File: config.mk
export PLATFORM = sky130hd
export DESIGN_NAME = tinytp_pdu_header_parser_core
export DESIGN_NICKNAME = d
export VERILOG_FILES = /design/src/hw/rtl/ttph_pkg.sv /design/src/hw/rtl/tinytp_pdu_header_parser_core.sv /design/src/hw/rtl/ttph_in_stage.sv /design/src/hw/rtl/ttph_parse.sv /design/src/hw/rtl/ttph_out_stage.sv
export VERILOG_INCLUDE_DIRS = /design/src /design/src/hw/rtl
export SDC_FILE = /design/constraint.sdc
export NUM_CORES = 1
export LEC_CHECK = 0
export BUFFER_PORTS_ARGS = -buffer_cell sky130_fd_sc_hd__clkbuf_2
export CORE_MARGIN = 3
export CORE_UTILIZATION = 46
export CTS_CLUSTER_SIZE = 10
export DETAILED_ROUTE_END_ITERATION = 16
export PLACE_DENSITY = 0.68
export SLEW_MARGIN = 20
export SYNTH_ARGS = -nofsm -noshare
export SYNTH_HDL_FRONTEND = slang
export SYNTH_SLANG_ARGS = --single-unit
File: constraint.sdc
create_clock -name clk -period 2.74 [get_ports clk]
set_input_delay 0.274 -clock clk [delete_from_list [all_inputs] [get_ports clk]]
set_output_delay 0.274 -clock clk [all_outputs]
set_load 0.005 [all_outputs]
File: src/hw/rtl/assert_macros.svh
// Assertion helpers shared by ttph_in_stage and ttph_parse.
`ifndef ASSERT_MACROS_SVH
`define ASSERT_MACROS_SVH

// Same-cycle implication, checked outside reset.
`define ASSERT_IMP(lbl, clk, rst_n, ante, cons) \
  lbl: assert property (@(posedge clk) disable iff (!rst_n) (ante) |-> (cons)) \
    else $error("assertion failed");

// Next-cycle implication, checked outside reset.
`define ASSERT_NXT(lbl, clk, rst_n, ante, cons) \
  lbl: assert property (@(posedge clk) disable iff (!rst_n) (ante) |=> (cons)) \
    else $error("assertion failed");

`endif

File: src/hw/rtl/ttph_pkg.sv
// ----------------------------------------------------------------------------
// ttph_pkg
// Types and constants for the TinyTP PDU header parser.
// ----------------------------------------------------------------------------
`timescale 1ns / 1ps
`default_nettype none

package ttph_pkg;

  localparam int unsigned VALUE_BYTES = 4;
  localparam int unsigned CFG_IDX_W   = 1;
  localparam int unsigned CFG_DATA_W  = 8;

  localparam logic [7:0] CREDIT_MASK     = 8'h7f;
  localparam logic [7:0] RST_LIST_LIMIT  = 8'd60;
  localparam logic [7:0] RST_TARGET_ID   = 8'h01;
  localparam logic       FUNC_CONNECT    = 1'b0;

  localparam logic [CFG_IDX_W-1:0] CFG_PARAM_LIST_LIMIT = 1'b0;
  localparam logic [CFG_IDX_W-1:0] CFG_TARGET_PARAM_ID  = 1'b1;

  typedef enum logic [2:0] {
    PH_HEADER = 3'd0,
    PH_PLEN   = 3'd1,
    PH_PI     = 3'd2,
    PH_PL     = 3'd3,
    PH_VALUE  = 3'd4,
    PH_USER   = 3'd5
  } phase_t;

  typedef struct packed {
    logic       func;
    logic [7:0] pdu_byte;
    logic       pdu_last;
  } item_t;

  typedef struct packed {
    logic        header_valid;
    logic        flag_bit;
    logic [6:0]  credit_value;
    logic [7:0]  user_byte;
    logic        user_valid;
    logic        sdu_found;
    logic [31:0] max_sdu;
    logic        param_error;
    logic        last;
  } result_t;

endpackage

`default_nettype wire

File: src/hw/rtl/tinytp_pdu_header_parser_core.sv
// A word accepted at the input handshake is held in the input register, then moves
// to the result register when that register is free; out_valid rises once it is there.
// Throughput: one word per cycle while out_ready stays high; the parse state
// updates as each word moves from the input register to the result register.
// Reset (rst_n low, synchronous): both registers empty, parser in header
// phase, param_list_limit = 60, target_param_id = 1.
// ----------------------------------------------------------------------------
// tinytp_pdu_header_parser_core
// TinyTP PDU header and max SDU size parameter parser, one byte per word.
// ----------------------------------------------------------------------------
`timescale 1ns / 1ps
`default_nettype none

module tinytp_pdu_header_parser_core (
  input  wire logic                            clk,
  input  wire logic                            rst_n,
  input  wire logic                            cfg_we,
  input  wire logic [ttph_pkg::CFG_IDX_W-1:0]  cfg_index,
  input  wire logic [ttph_pkg::CFG_DATA_W-1:0] cfg_wdata,
  input  wire logic                            in_valid,
  output logic                                 in_ready,
  input  wire logic                            in_func,
  input  wire logic [7:0]                      in_pdu_byte,
  input  wire logic                            in_pdu_last,
  output logic                                 out_valid,
  input  wire logic                            out_ready,
  output logic                                 out_header_valid,
  output logic                                 out_flag_bit,
  output logic [6:0]                           out_credit_value,
  output logic [7:0]                           out_user_byte,
  output logic                                 out_user_valid,
  output logic                                 out_sdu_found,
  output logic [31:0]                          out_max_sdu,
  output logic                                 out_param_error,
  output logic                                 out_last
);

  ttph_pkg::item_t   in_item;
  ttph_pkg::item_t   held_item;
  ttph_pkg::result_t parse_res;
  ttph_pkg::result_t res_q;
  logic              held_vld;
  logic              take;
  logic              adv;

  assign in_item.func     = in_func;
  assign in_item.pdu_byte = in_pdu_byte;
  assign in_item.pdu_last = in_pdu_last;

  assign adv = held_vld && take;

  ttph_in_stage u_in (
    .clk      (clk),
    .rst_n    (rst_n),
    .in_valid (in_valid),
    .in_ready (in_ready),
    .in_item  (in_item),
    .take     (take),
    .vld      (held_vld),
    .item     (held_item)
  );

  ttph_parse u_parse (
    .clk       (clk),
    .rst_n     (rst_n),
    .cfg_we    (cfg_we),
    .cfg_index (cfg_index),
    .cfg_wdata (cfg_wdata),
    .adv       (adv),
    .item      (held_item),
    .result    (parse_res)
  );

  ttph_out_stage u_out (
    .clk       (clk),
    .rst_n     (rst_n),
    .load      (held_vld),
    .res_in    (parse_res),
    .take      (take),
    .out_valid (out_valid),
    .out_ready (out_ready),
    .res_out   (res_q)
  );

  assign out_header_valid = res_q.header_valid;
  assign out_flag_bit     = res_q.flag_bit;
  assign out_credit_value = res_q.credit_value;
  assign out_user_byte    = res_q.user_byte;
  assign out_user_valid   = res_q.user_valid;
  assign out_sdu_found    = res_q.sdu_found;
  assign out_max_sdu      = res_q.max_sdu;
  assign out_param_error  = res_q.param_error;
  assign out_last         = res_q.last;

endmodule

`default_nettype wire

File: src/hw/rtl/ttph_in_stage.sv
// ----------------------------------------------------------------------------
// ttph_in_stage
// Input register: holds one accepted word until the parser takes it.
// ----------------------------------------------------------------------------
`timescale 1ns / 1ps
`default_nettype none
`include "assert_macros.svh"

module ttph_in_stage (
  input  wire logic            clk,
  input  wire logic            rst_n,
  input  wire logic            in_valid,
  output logic                 in_ready,
  input  wire ttph_pkg::item_t in_item,
  input  wire logic            take,      // downstream can absorb the held word
  output logic                 vld,
  output ttph_pkg::item_t      item
);

  logic            vld_r;
  ttph_pkg::item_t item_r;

  assign in_ready = !vld_r || take;
  assign vld      = vld_r;
  assign item     = item_r;

  always_ff @(posedge clk) begin
    if (!rst_n) begin
      vld_r <= 1'b0;
    end else if (in_ready) begin
      vld_r <= in_valid;
    end
  end

  always_ff @(posedge clk) begin
    if (in_valid && in_ready) begin
      item_r <= in_item;
    end
  end

  `ASSERT_IMP(a_empty_ready, clk, rst_n, !vld_r, in_ready)

endmodule

`default_nettype wire

File: src/hw/rtl/ttph_parse.sv
// ----------------------------------------------------------------------------
// ttph_parse
// Per-PDU parse state, config registers and the one-word update logic.
// ----------------------------------------------------------------------------
`timescale 1ns / 1ps
`default_nettype none
`include "assert_macros.svh"

module ttph_parse (
  input  wire logic                                clk,
  input  wire logic                                rst_n,
  input  wire logic                                cfg_we,
  input  wire logic [ttph_pkg::CFG_IDX_W-1:0]      cfg_index,
  input  wire logic [ttph_pkg::CFG_DATA_W-1:0]     cfg_wdata,
  input  wire logic                                adv,
  input  wire ttph_pkg::item_t                     item,
  output ttph_pkg::result_t                        result
);

  logic [7:0]       list_limit_r;
  logic [7:0]       target_id_r;

  ttph_pkg::phase_t phase_r, phase_nxt, phase_step;
  logic [7:0]       param_left_r, param_left_nxt;
  logic [7:0]       value_left_r, value_left_nxt;
  logic             is_target_r, is_target_nxt;
  logic [31:0]      accum_r, accum_nxt;
  logic             found_r, found_nxt;
  logic             error_r, error_nxt;

  logic [7:0]       b;
  logic [7:0]       pl_dec;
  logic [7:0]       vl_dec;
  logic             hdr_flag;

  assign b        = item.pdu_byte;
  assign pl_dec   = param_left_r - 8'd1;
  assign vl_dec   = value_left_r - 8'd1;
  assign hdr_flag = b[7];

  always_ff @(posedge clk) begin
    if (!rst_n) begin
      list_limit_r <= ttph_pkg::RST_LIST_LIMIT;
      target_id_r  <= ttph_pkg::RST_TARGET_ID;
    end else if (cfg_we) begin
      unique case (cfg_index)
        ttph_pkg::CFG_PARAM_LIST_LIMIT: list_limit_r <= cfg_wdata;
        ttph_pkg::CFG_TARGET_PARAM_ID:  target_id_r  <= cfg_wdata;
        default: ;
      endcase
    end
  end

  // next phase
  always_comb begin
    phase_step = phase_r;
    unique case (phase_r)
      ttph_pkg::PH_HEADER: begin
        phase_step = (item.func == ttph_pkg::FUNC_CONNECT && hdr_flag) ?
                     ttph_pkg::PH_PLEN : ttph_pkg::PH_USER;
      end
      ttph_pkg::PH_PLEN: begin
        phase_step = (b > list_limit_r || b == 8'd0) ? ttph_pkg::PH_USER : ttph_pkg::PH_PI;
      end
      ttph_pkg::PH_PI: begin
        phase_step = (pl_dec == 8'd0) ? ttph_pkg::PH_USER : ttph_pkg::PH_PL;
      end
      ttph_pkg::PH_PL: begin
        if (pl_dec == 8'd0) phase_step = ttph_pkg::PH_USER;
        else if (b == 8'd0) phase_step = ttph_pkg::PH_PI;
        else                phase_step = ttph_pkg::PH_VALUE;
      end
      ttph_pkg::PH_VALUE: begin
        if (pl_dec == 8'd0)      phase_step = ttph_pkg::PH_USER;
        else if (vl_dec == 8'd0) phase_step = ttph_pkg::PH_PI;
        else                     phase_step = ttph_pkg::PH_VALUE;
      end
      default: phase_step = ttph_pkg::PH_USER;
    endcase
    phase_nxt = item.pdu_last ? ttph_pkg::PH_HEADER : phase_step;
  end

  // datapath and result
  always_comb begin
    param_left_nxt = param_left_r;
    value_left_nxt = value_left_r;
    is_target_nxt  = is_target_r;
    accum_nxt      = accum_r;
    found_nxt      = found_r;
    error_nxt      = error_r;
    result         = '0;

    unique case (phase_r)
      ttph_pkg::PH_HEADER: begin
        result.header_valid = 1'b1;
        result.flag_bit     = hdr_flag;
        result.credit_value = 7'(b & ttph_pkg::CREDIT_MASK);
        found_nxt      = 1'b0;
        error_nxt      = 1'b0;
        accum_nxt      = '0;
        is_target_nxt  = 1'b0;
        param_left_nxt = '0;
        value_left_nxt = '0;
      end
      ttph_pkg::PH_PLEN: begin
        if (b > list_limit_r) error_nxt = 1'b1;
        else if (b != 8'd0)   param_left_nxt = b;
      end
      ttph_pkg::PH_PI: begin
        param_left_nxt = pl_dec;
        is_target_nxt  = (b == target_id_r) && !found_r && !error_r && (pl_dec != 8'd0);
      end
      ttph_pkg::PH_PL: begin
        param_left_nxt = pl_dec;
        value_left_nxt = b;
        if (is_target_r) begin
          if (b > 8'(ttph_pkg::VALUE_BYTES)) begin
            error_nxt     = 1'b1;
            is_target_nxt = 1'b0;
          end else begin
            accum_nxt = '0;
            // empty value or list ends here: found with value zero
            if (b == 8'd0 || pl_dec == 8'd0) begin
              found_nxt     = 1'b1;
              is_target_nxt = 1'b0;
            end
          end
        end
      end
      ttph_pkg::PH_VALUE: begin
        param_left_nxt = pl_dec;
        value_left_nxt = vl_dec;
        if (is_target_r) begin
          accum_nxt = {accum_r[23:0], b};
          if (vl_dec == 8'd0 || pl_dec == 8'd0) begin
            found_nxt     = 1'b1;
            is_target_nxt = 1'b0;
          end
        end
      end
      default: begin
        result.user_valid = 1'b1;
        result.user_byte  = b;
      end
    endcase

    result.sdu_found   = found_nxt;
    result.max_sdu     = found_nxt ? accum_nxt : 32'd0;
    result.param_error = error_nxt;
    result.last        = item.pdu_last;

    if (item.pdu_last) begin
      is_target_nxt  = 1'b0;
      param_left_nxt = '0;
      value_left_nxt = '0;
    end
  end

  always_ff @(posedge clk) begin
    if (!rst_n) begin
      phase_r      <= ttph_pkg::PH_HEADER;
      param_left_r <= '0;
      value_left_r <= '0;
      is_target_r  <= 1'b0;
      accum_r      <= '0;
      found_r      <= 1'b0;
      error_r      <= 1'b0;
    end else if (adv) begin
      phase_r      <= phase_nxt;
      param_left_r <= param_left_nxt;
      value_left_r <= value_left_nxt;
      is_target_r  <= is_target_nxt;
      accum_r      <= accum_nxt;
      found_r      <= found_nxt;
      error_r      <= error_nxt;
    end
  end

  `ASSERT_NXT(a_last_to_header, clk, rst_n, adv && item.pdu_last,
              phase_r == ttph_pkg::PH_HEADER)
  `ASSERT_IMP(a_sdu_needs_found, clk, rst_n, result.max_sdu != 32'd0, result.sdu_found)
  `ASSERT_IMP(a_target_in_list, clk, rst_n, is_target_r,
              phase_r == ttph_pkg::PH_PL || phase_r == ttph_pkg::PH_VALUE)

endmodule

`default_nettype wire

File: src/hw/rtl/ttph_out_stage.sv
// ----------------------------------------------------------------------------
// ttph_out_stage
// Result register with valid/ready toward the consumer.
// ----------------------------------------------------------------------------
`timescale 1ns / 1ps
`default_nettype none

module ttph_out_stage (
  input  wire logic              clk,
  input  wire logic              rst_n,
  input  wire logic              load,     // a parsed word arrives
  input  wire ttph_pkg::result_t res_in,
  output logic                   take,     // register free this cycle
  output logic                   out_valid,
  input  wire logic              out_ready,
  output ttph_pkg::result_t      res_out
);

  logic              vld_r;
  ttph_pkg::result_t res_r;

  assign take      = !vld_r || out_ready;
  assign out_valid = vld_r;
  assign res_out   = res_r;

  always_ff @(posedge clk) begin
    if (!rst_n) begin
      vld_r <= 1'b0;
    end else if (take) begin
      vld_r <= load;
    end
  end

  always_ff @(posedge clk) begin
    if (take && load) begin
      res_r <= res_in;
    end
  end

endmodule

`default_nettype wire
# Word-level counts from Yosys, hierarchy flattened

Cells that the tools add are included.

Bits in registers: 135
Input port bits: 24
Output and inout bits: 55
Logic and storage cells: 105

$add $sub $neg: 2
Order comparisons: 2
Equal/unequal tests: 7
Muxes and demuxes: 38
Bitwise gates (word level): 2
Reduce and logical (&&, ||, !) cells: 31

Operators with widths:

| cell                                                | number |
|---|---|
| two-way mux 32 bit                                  | 3 |
| case mux 32 bit (3 select lines)                    | 1 |
| case mux 8 bit (3 select lines)                     | 2 |
| two-way mux 8 bit                                   | 4 |
| zero test 8 bit                                     | 3 |
| two-way mux 3 bit                                   | 8 |
| nonzero test 8 bit                                  | 2 |
| subtractor 8 x 1 -> 8 bit (second input constant)   | 2 |
| two-way mux 1 bit                                   | 15 |
| case mux 3 bit (5 select lines)                     | 1 |
| two-way mux 9 bit                                   | 1 |
| == test 8 bit                                       | 1 |
| > comparator 8 x 3 -> 1 bit (second input constant) | 1 |
| > comparator 8 bit                                  | 1 |
| AND reduction 2 bit                                 | 4 |
| nonzero test 4 bit                                  | 2 |
| == test 3 x 2 -> 1 bit (second input constant)      | 2 |
| logical AND 1 bit                                   | 6 |
| case mux 1 bit (3 select lines)                     | 2 |
| logical OR 1 bit                                    | 5 |
| nonzero test 5 bit                                  | 1 |
| OR reduction 5 bit                                  | 1 |
| zero test 1 bit                                     | 4 |
| case mux 1 bit (4 select lines)                     | 1 |
| 8 further kinds                                     | 9 |

# Depth between registers and ports, before layout

Depth after elaboration: 8
Mapped depth: 9
Depth with buffers taken out: 8

# By module

Synthesis repeated with hierarchy kept, for this count alone.

Cells, all modules: 598
Area, all modules: 6354.8 sq um

Modules (own cells, without submodules):

| module                        | times used | cells each | area an instance (sq um) | sequential area each (sq um) |
|---|---|---|---|---|
| ttph_parse                    | 1          | 524        | 4341.7                   | 1401.3 |
| ttph_out_stage                | 1          | 58         | 1649.1                   | 1611.5 |
| ttph_in_stage                 | 1          | 15         | 357.8                    | 320.3 |
| tinytp_pdu_header_parser_core | 1          | 1          | 6.3                      | 0.0 |

# Worst setup path after synthesis

Ideal clock, no wire load.

Path type: input to register
Start point: input out_ready
End point: register u_parse.param_left_r[2]
Setup time: 60 ps
Arrival: 2699 ps
Required time: 2680 ps
Setup slack: -20 ps
Stages on the path: 5
Buffers on the path: 0
Cells stage by stage: nand2b_1 nand2_1 clkinv_1 a31oi_1 a221o_1

Cells in the longest elaborated chain, start to end: 3

Ends and longest elaborated chain:

| what                          | RTL line                            | RTL |
|---|---|---|
| start, declared               | tinytp_pdu_header_parser_core.sv:26 | `input wire logic out_ready,` |
| logical OR 1 bit              | ttph_out_stage.sv:22                | `assign take = !vld_r \|\| out_ready;` |
| logical AND 1 bit             | tinytp_pdu_header_parser_core.sv:50 | `assign adv = held_vld && take;` |
| net adv                       | tinytp_pdu_header_parser_core.sv:44 | `logic adv;` |
| AND reduction 4 bit (no line) | --                                  |  |
| end signal, assigned          | ttph_parse.sv:170                   | `param_left_r <= param_left_nxt;` |
| end, declared                 | ttph_parse.sv:24                    | `logic [7:0] param_left_r, param_left_nxt;` |

The timed path passes the listed nets, and every way through them passes these cells.
A chain may end at the register's enable or synchronous reset.

# Final worst setup path

Start point: register u_parse.param_left_r[1]
End point: register u_out.res_r, in the netlist u_out.res_out[28] (data pin)

Cells in the longest elaborated chain, start to end: 7
Elaborated cells between the ends (all ways): 10
Classes of those cells: add/sub (1); mux (6); reduce/logical (3)

Ends and longest elaborated chain:

| what                              | RTL line                             | RTL |
|---|---|---|
| subtractor 8 x 1 -> 8 bit *       | ttph_parse.sv:37                     | `assign pl_dec = param_left_r - 8'd1;` |
| zero test 8 bit *                 | ttph_parse.sv:123, ttph_parse.sv:135 |  |
| logical OR 1 bit                  | ttph_parse.sv:123                    | `if (b == 8'd0 \|\| pl_dec == 8'd0) begin` |
| two-way mux 1 bit                 | ttph_parse.sv:123                    |  |
| two-way mux 1 bit                 | ttph_parse.sv:117                    | `if (b > 8'(ttph_pkg::VALUE_BYTES)) begin` |
| two-way mux 1 bit                 | ttph_parse.sv:116                    | `if (is_target_r) begin` |
| case mux 1 bit (3 select lines) * | ttph_parse.sv:93                     | `unique case (phase_r)` |
| end signal, assigned              | ttph_out_stage.sv:36                 | `res_r <= res_in;` |
| end, declared                     | ttph_out_stage.sv:20                 | `ttph_pkg::result_t res_r;` |

Mark *: on every way between the ends. The rest lies on a longest branch, timed or not.

==> flow_summary.rst <==
.. list-table::
   :header-rows: 1

   * - Metric
     - Value
   * - Cell count after placement
     - 895
   * - Weighted congestion reported at the end of routability-driven placement
     - around 0.93
   * - Combinational family with the most area after synthesis
     - compound AO/OA/AOI/OAI gates
   * - Storage element area
     - 3330 µm²
   * - Full die area
     - between 15000 and 20000 µm²
   * - Post-synthesis compound-gate area fraction
     - 0.196
   * - Global-route total usage across every layer
     - 0.210
   * - Worst Setup Start Kind
     - register
   * - Count of cell types in the netlist
     - between 50 and 60
   * - Critical Path Slowest Stage Cell
     - sky130_fd_sc_hd__or4b_1
   * - Family with the most delay on the worst path
     - compound AO/OA/AOI/OAI gates
   * - Net Count, Synth
     - slightly below 700
   * - Kind of end point of the critical path
     - register
   * - MaxCap Viol Count
     - 0
   * - Depth of the CTS H-tree
     - 4
   * - Worst reg2reg setup slack
     - around 0.13 ns
   * - Cell with the most instances on the worst path
     - sky130_fd_sc_hd__a2111oi_2
   * - Reg2reg start
     - u_parse.param_left_r[1]$_SDFFE_PN0P_
   * - Iteration-0 DRC count of the detailed router
     - around 450
   * - Fraction of final layout cells sized beyond drive strength 1
     - 0.241
   * - Min Tclk post-route
     - between 2 and 3 ns
   * - Final Util
     - 0.575
   * - Max stage delay on crit path
     - approximately 0.50 ns
   * - Synth Area in XOR/XNOR
     - 0.0219
   * - Run status
     - finished, final reports clean
   * - Power density over cell area
     - about 640 nW/µm²
   * - Die Span Y
     - about 120 µm
   * - Critical Path RT
     - roughly 2.9 ns
   * - Adder-cell area share of the yosys netlist
     - 0.0235
   * - Area delta synth->final
     - 20.6%
   * - Leading register cell type out of synthesis
     - sky130_fd_sc_hd__dfxtp_1
   * - Effective utilization at floorplan
     - 0.477
   * - Antenna Violating Nets Remaining
     - 0
   * - Largest fanout of any net on the critical path
     - 17
   * - Per-cell via count in the routed design
     - between 5 and 6
   * - Final number of hold-violating endpoints
     - 0
   * - Worst min path class
     - in -> reg
   * - Sink Count
     - roughly 140
   * - Wire length of the first global-routing pass
     - ~25 mm
   * - Setup Viol. Count Final
     - 0
   * - Synthesized area divided by synthesized cell count
     - 9.74 µm²
   * - Static Leakage
     - ~2.9 nW
   * - Portion of the post-synthesis area used by sequential elements
     - 0.522
   * - Number of port buffers
     - between 70 and 80
   * - Final Net Count
     - about 800
   * - Number of enable-type register cells in the synthesized netlist
     - 63
   * - Residual DRC
     - 0
   * - Via count
     - 5228
   * - Area share of and/or/nand/nor cells after synthesis
     - 0.192
   * - Setup skew after layout
     - 0.0167 ns
   * - Reg-to-Reg End
     - u_out.res_out[28]$_SDFFCE_PN0P_
   * - Site Rows
     - 42
   * - Count of filler cells inserted in the layout
     - 1184
   * - Number of max-slew violations in the final report
     - 0
   * - Number of search-and-repair iterations in the first detailed-routing pass
     - 5
   * - Num ports
     - 79
   * - Area of the multi-input gates
     - between 2000 and 3000 µm²
   * - CTS tree
     - done
   * - Worst hold start
     - in_func
   * - Maximum achievable frequency
     - approximately 380 MHz
   * - Per-cell routed wire length
     - 16.6 µm
   * - Total of warnings raised by yosys
     - 0
   * - Tot Pwr
     - 0.00494 W
   * - Fin cells
     - 930
   * - Final wirelength
     - 15.4 mm
   * - Clock root cell
     - sky130_fd_sc_hd__clkbuf_16
   * - #FFs+latches synth
     - ~140
   * - Final hold slack
     - roughly 0.019 ns
   * - Combined area of all synthesized cells
     - approximately 6400 µm²
   * - Reg2Reg Depth
     - 10
   * - Count of inserted antenna diode cells
     - 0
   * - Async set or reset register ratio after synthesis
     - 0
   * - Die W
     - roughly 120 µm
   * - Number of global-route vias before repair
     - approximately 5000
   * - Insertion delay to the later sink of the worst-skew pair
     - 0.43 ns
   * - Final sum of negative setup slack
     - 0 ns
   * - Sink of the worst hold path
     - u_in.item[9]$_DFFE_PP_
   * - Clock buffer depth
     - 2
   * - Kind of critical path
     - reg -> reg
   * - Slew at the pin closest to its max-slew limit
     - 0.697 ns
   * - Portion of the clock cycle consumed by the worst path in the final layout
     - 0.954
   * - Worst vdd ir
     - 0.350 mV
   * - Fraction of synthesized area in multiplexers
     - 0
   * - Post-Synthesis Cells
     - 656
   * - CORE AREA
     - about 13000 µm²
   * - Arrival time at the worst endpoint
     - approximately 2.8 ns
   * - Total half-perimeter wirelength after legalization and detailed placement
     - ~11 mm
   * - Worst hold stages
     - 1
   * - Initial antenna violation count
     - 0
   * - Number of buffers and inverters on the critical path
     - 3
   * - Cell Chain, Critical Path
     - inv_1 > ha_1 > or4b_1 > xor2_1 > a2111oi_2 > a2111oi_2 > a211oi_4 > buf_4 > buf_12 > nor2_1
   * - TritonCTS Buffers
     - 17
   * - Max-Slew Margin vs Limit
     - 0.535
   * - Pin count of the biggest net entering global routing
     - 57
   * - Remaining Overflow, GRT
     - 0
   * - Clk slew on worst S/H paths
     - approximately 0.060 ns
==> stage by stage <==
step | setup WS [ns] | instance area (µm²)
after floorplan | 0.209 | 6390
after global placement | 0.153 | 7060
after detailed placement | 0.0904 | 7060
after CTS | 0.0775 | 7660
after global routing | -0.00855 | 7710
final | 0.127 | 7710
==> state kept, by name, summed over array words and instances (netlist names), 3 cells and up <==
name,flops
u_in.item,10
u_out.res_out,53
u_parse.param_left_r,8
u_parse.phase_r,3
u_parse.list_limit_r,8
u_parse.value_left_r,8
u_parse.target_id_r,8
u_parse.accum_r,32
==> Yosys cell counts, types with 6 or more instances <==
master | count | area share
sky130_fd_sc_hd__o21ai_0 | 26 | 0.020
sky130_fd_sc_hd__a21oi_1 | 25 | 0.020
sky130_fd_sc_hd__a22o_1 | 40 | 0.055
sky130_fd_sc_hd__clkbuf_1 | 40 | 0.023
sky130_fd_sc_hd__nor4_1 | 6 | 0.0059
sky130_fd_sc_hd__and2_1 | 9 | 0.0088
sky130_fd_sc_hd__nor2_2 | 22 | 0.022
sky130_fd_sc_hd__ha_1 | 12 | 0.023
sky130_fd_sc_hd__nand2_1 | 80 | 0.047
sky130_fd_sc_hd__nand3_1 | 14 | 0.011
sky130_fd_sc_hd__nand2b_1 | 10 | 0.0098
sky130_fd_sc_hd__xor2_1 | 15 | 0.021
sky130_fd_sc_hd__nor2b_1 | 6 | 0.0059
sky130_fd_sc_hd__dfxtp_1 | 72 | 0.23
sky130_fd_sc_hd__nor3_1 | 7 | 0.0055
sky130_fd_sc_hd__a22oi_1 | 45 | 0.053
sky130_fd_sc_hd__nor2_1 | 73 | 0.043
sky130_fd_sc_hd__and3_1 | 7 | 0.0069
sky130_fd_sc_hd__edfxtp_1 | 63 | 0.30
sky130_fd_sc_hd__inv_1 | 20 | 0.012
==> layout make-up <==
type                    count  share of cell area
repair buffers            114              0.0901
clock buffers              18              0.0557
inverters                  21              0.0104
flip-flops and latches    135               0.432
clock inverters            14              0.0221
multi-input cells         452               0.361
well taps                 176              0.0286
==> report_power, final <==
| group | total (W) | internal (W) | switching [W] |
|---|---|---|---|
| sequential | 0.00221 | 0.00218 | 0.0000348 |
| clock | 0.00232 | 0.00144 | 0.000883 |
| combinational | 0.000410 | 0.000151 | 0.000259 |
| total | 0.00494 | 0.00377 | 0.00118 |
==> timing repair <==
item | CTS | global route
setup buffers | 0 | 1
gates resized for setup | 0 | 1
hold buffers | 0 | 0
setup endpoints to repair | 0 | 33
==> worst max-delay path by stage <==
stage / cells after the start / slack, ns / end / startpoint
floorplan: 9 / 0.21 / u_out.res_out[10]$_SDFFCE_PN0P_ / u_parse.param_left_r[0]$_SDFFE_PN0P_
global placement: 9 / 0.15 / u_out.res_out[31]$_SDFFCE_PN0P_ / u_parse.param_left_r[1]$_SDFFE_PN0P_
detailed placement: 9 / 0.09 / u_out.res_out[3]$_SDFFCE_PN0P_ / u_parse.param_left_r[1]$_SDFFE_PN0P_
CTS: 9 / 0.08 / u_out.res_out[3]$_SDFFCE_PN0P_ / u_parse.param_left_r[1]$_SDFFE_PN0P_
global route: 10 / -0.009 / u_out.res_out[34]$_DFFE_PP_ / u_parse.param_left_r[1]$_SDFFE_PN0P_
finish: 10 / 0.13 / u_out.res_out[28]$_SDFFCE_PN0P_ / u_parse.param_left_r[1]$_SDFFE_PN0P_
==> metal layers <==
layer | GRT usage | up-vias | share of wire
met2 | 0.319 | 203 | 0.46
li1 | - | 2543 | -
met4 | 0.0775 | 0 | 0.021
met1 | 0.286 | 2452 | 0.45
met5 | 0 | - | 0
met3 | 0.0618 | 30 | 0.068
==> placed cells by master (no fill, tap or decap), types with 15 or more instances in the layout <==
cell type	instances
sky130_fd_sc_hd__a21oi_1	24
sky130_fd_sc_hd__a22o_1	40
sky130_fd_sc_hd__a22oi_1	45
sky130_fd_sc_hd__buf_4	33
sky130_fd_sc_hd__clkbuf_16	18
sky130_fd_sc_hd__clkbuf_2	78
sky130_fd_sc_hd__dfxtp_1	72
sky130_fd_sc_hd__edfxtp_1	63
sky130_fd_sc_hd__inv_1	20
sky130_fd_sc_hd__nand2_1	80
sky130_fd_sc_hd__nor2_1	73
sky130_fd_sc_hd__nor2_2	22
sky130_fd_sc_hd__o21ai_0	26
sky130_fd_sc_hd__xor2_1	15
==> logic make-up after synthesis <==
kind of cell | count (synthesis)
buffers and inverters | 69
adder cells (fa/ha/maj) | 12
flip-flops | 135
AND/OR/NAND/NOR | 254
AO/OA/AOI/OAI | 170
XOR/XNOR | 16
==> worst reg2reg max path: stages, from the launching register on <==
cell,delay [ns]
sky130_fd_sc_hd__dfxtp_1,0.35
sky130_fd_sc_hd__inv_1,0.09
sky130_fd_sc_hd__ha_1,0.18
sky130_fd_sc_hd__or4b_1,0.50
sky130_fd_sc_hd__xor2_1,0.21
sky130_fd_sc_hd__a2111oi_2,0.36
sky130_fd_sc_hd__a2111oi_2,0.09
sky130_fd_sc_hd__a211oi_4,0.16
sky130_fd_sc_hd__buf_4,0.19
sky130_fd_sc_hd__buf_12,0.16
sky130_fd_sc_hd__nor2_1,0.07
Note: power is estimated with default switching activity, not from simulation.
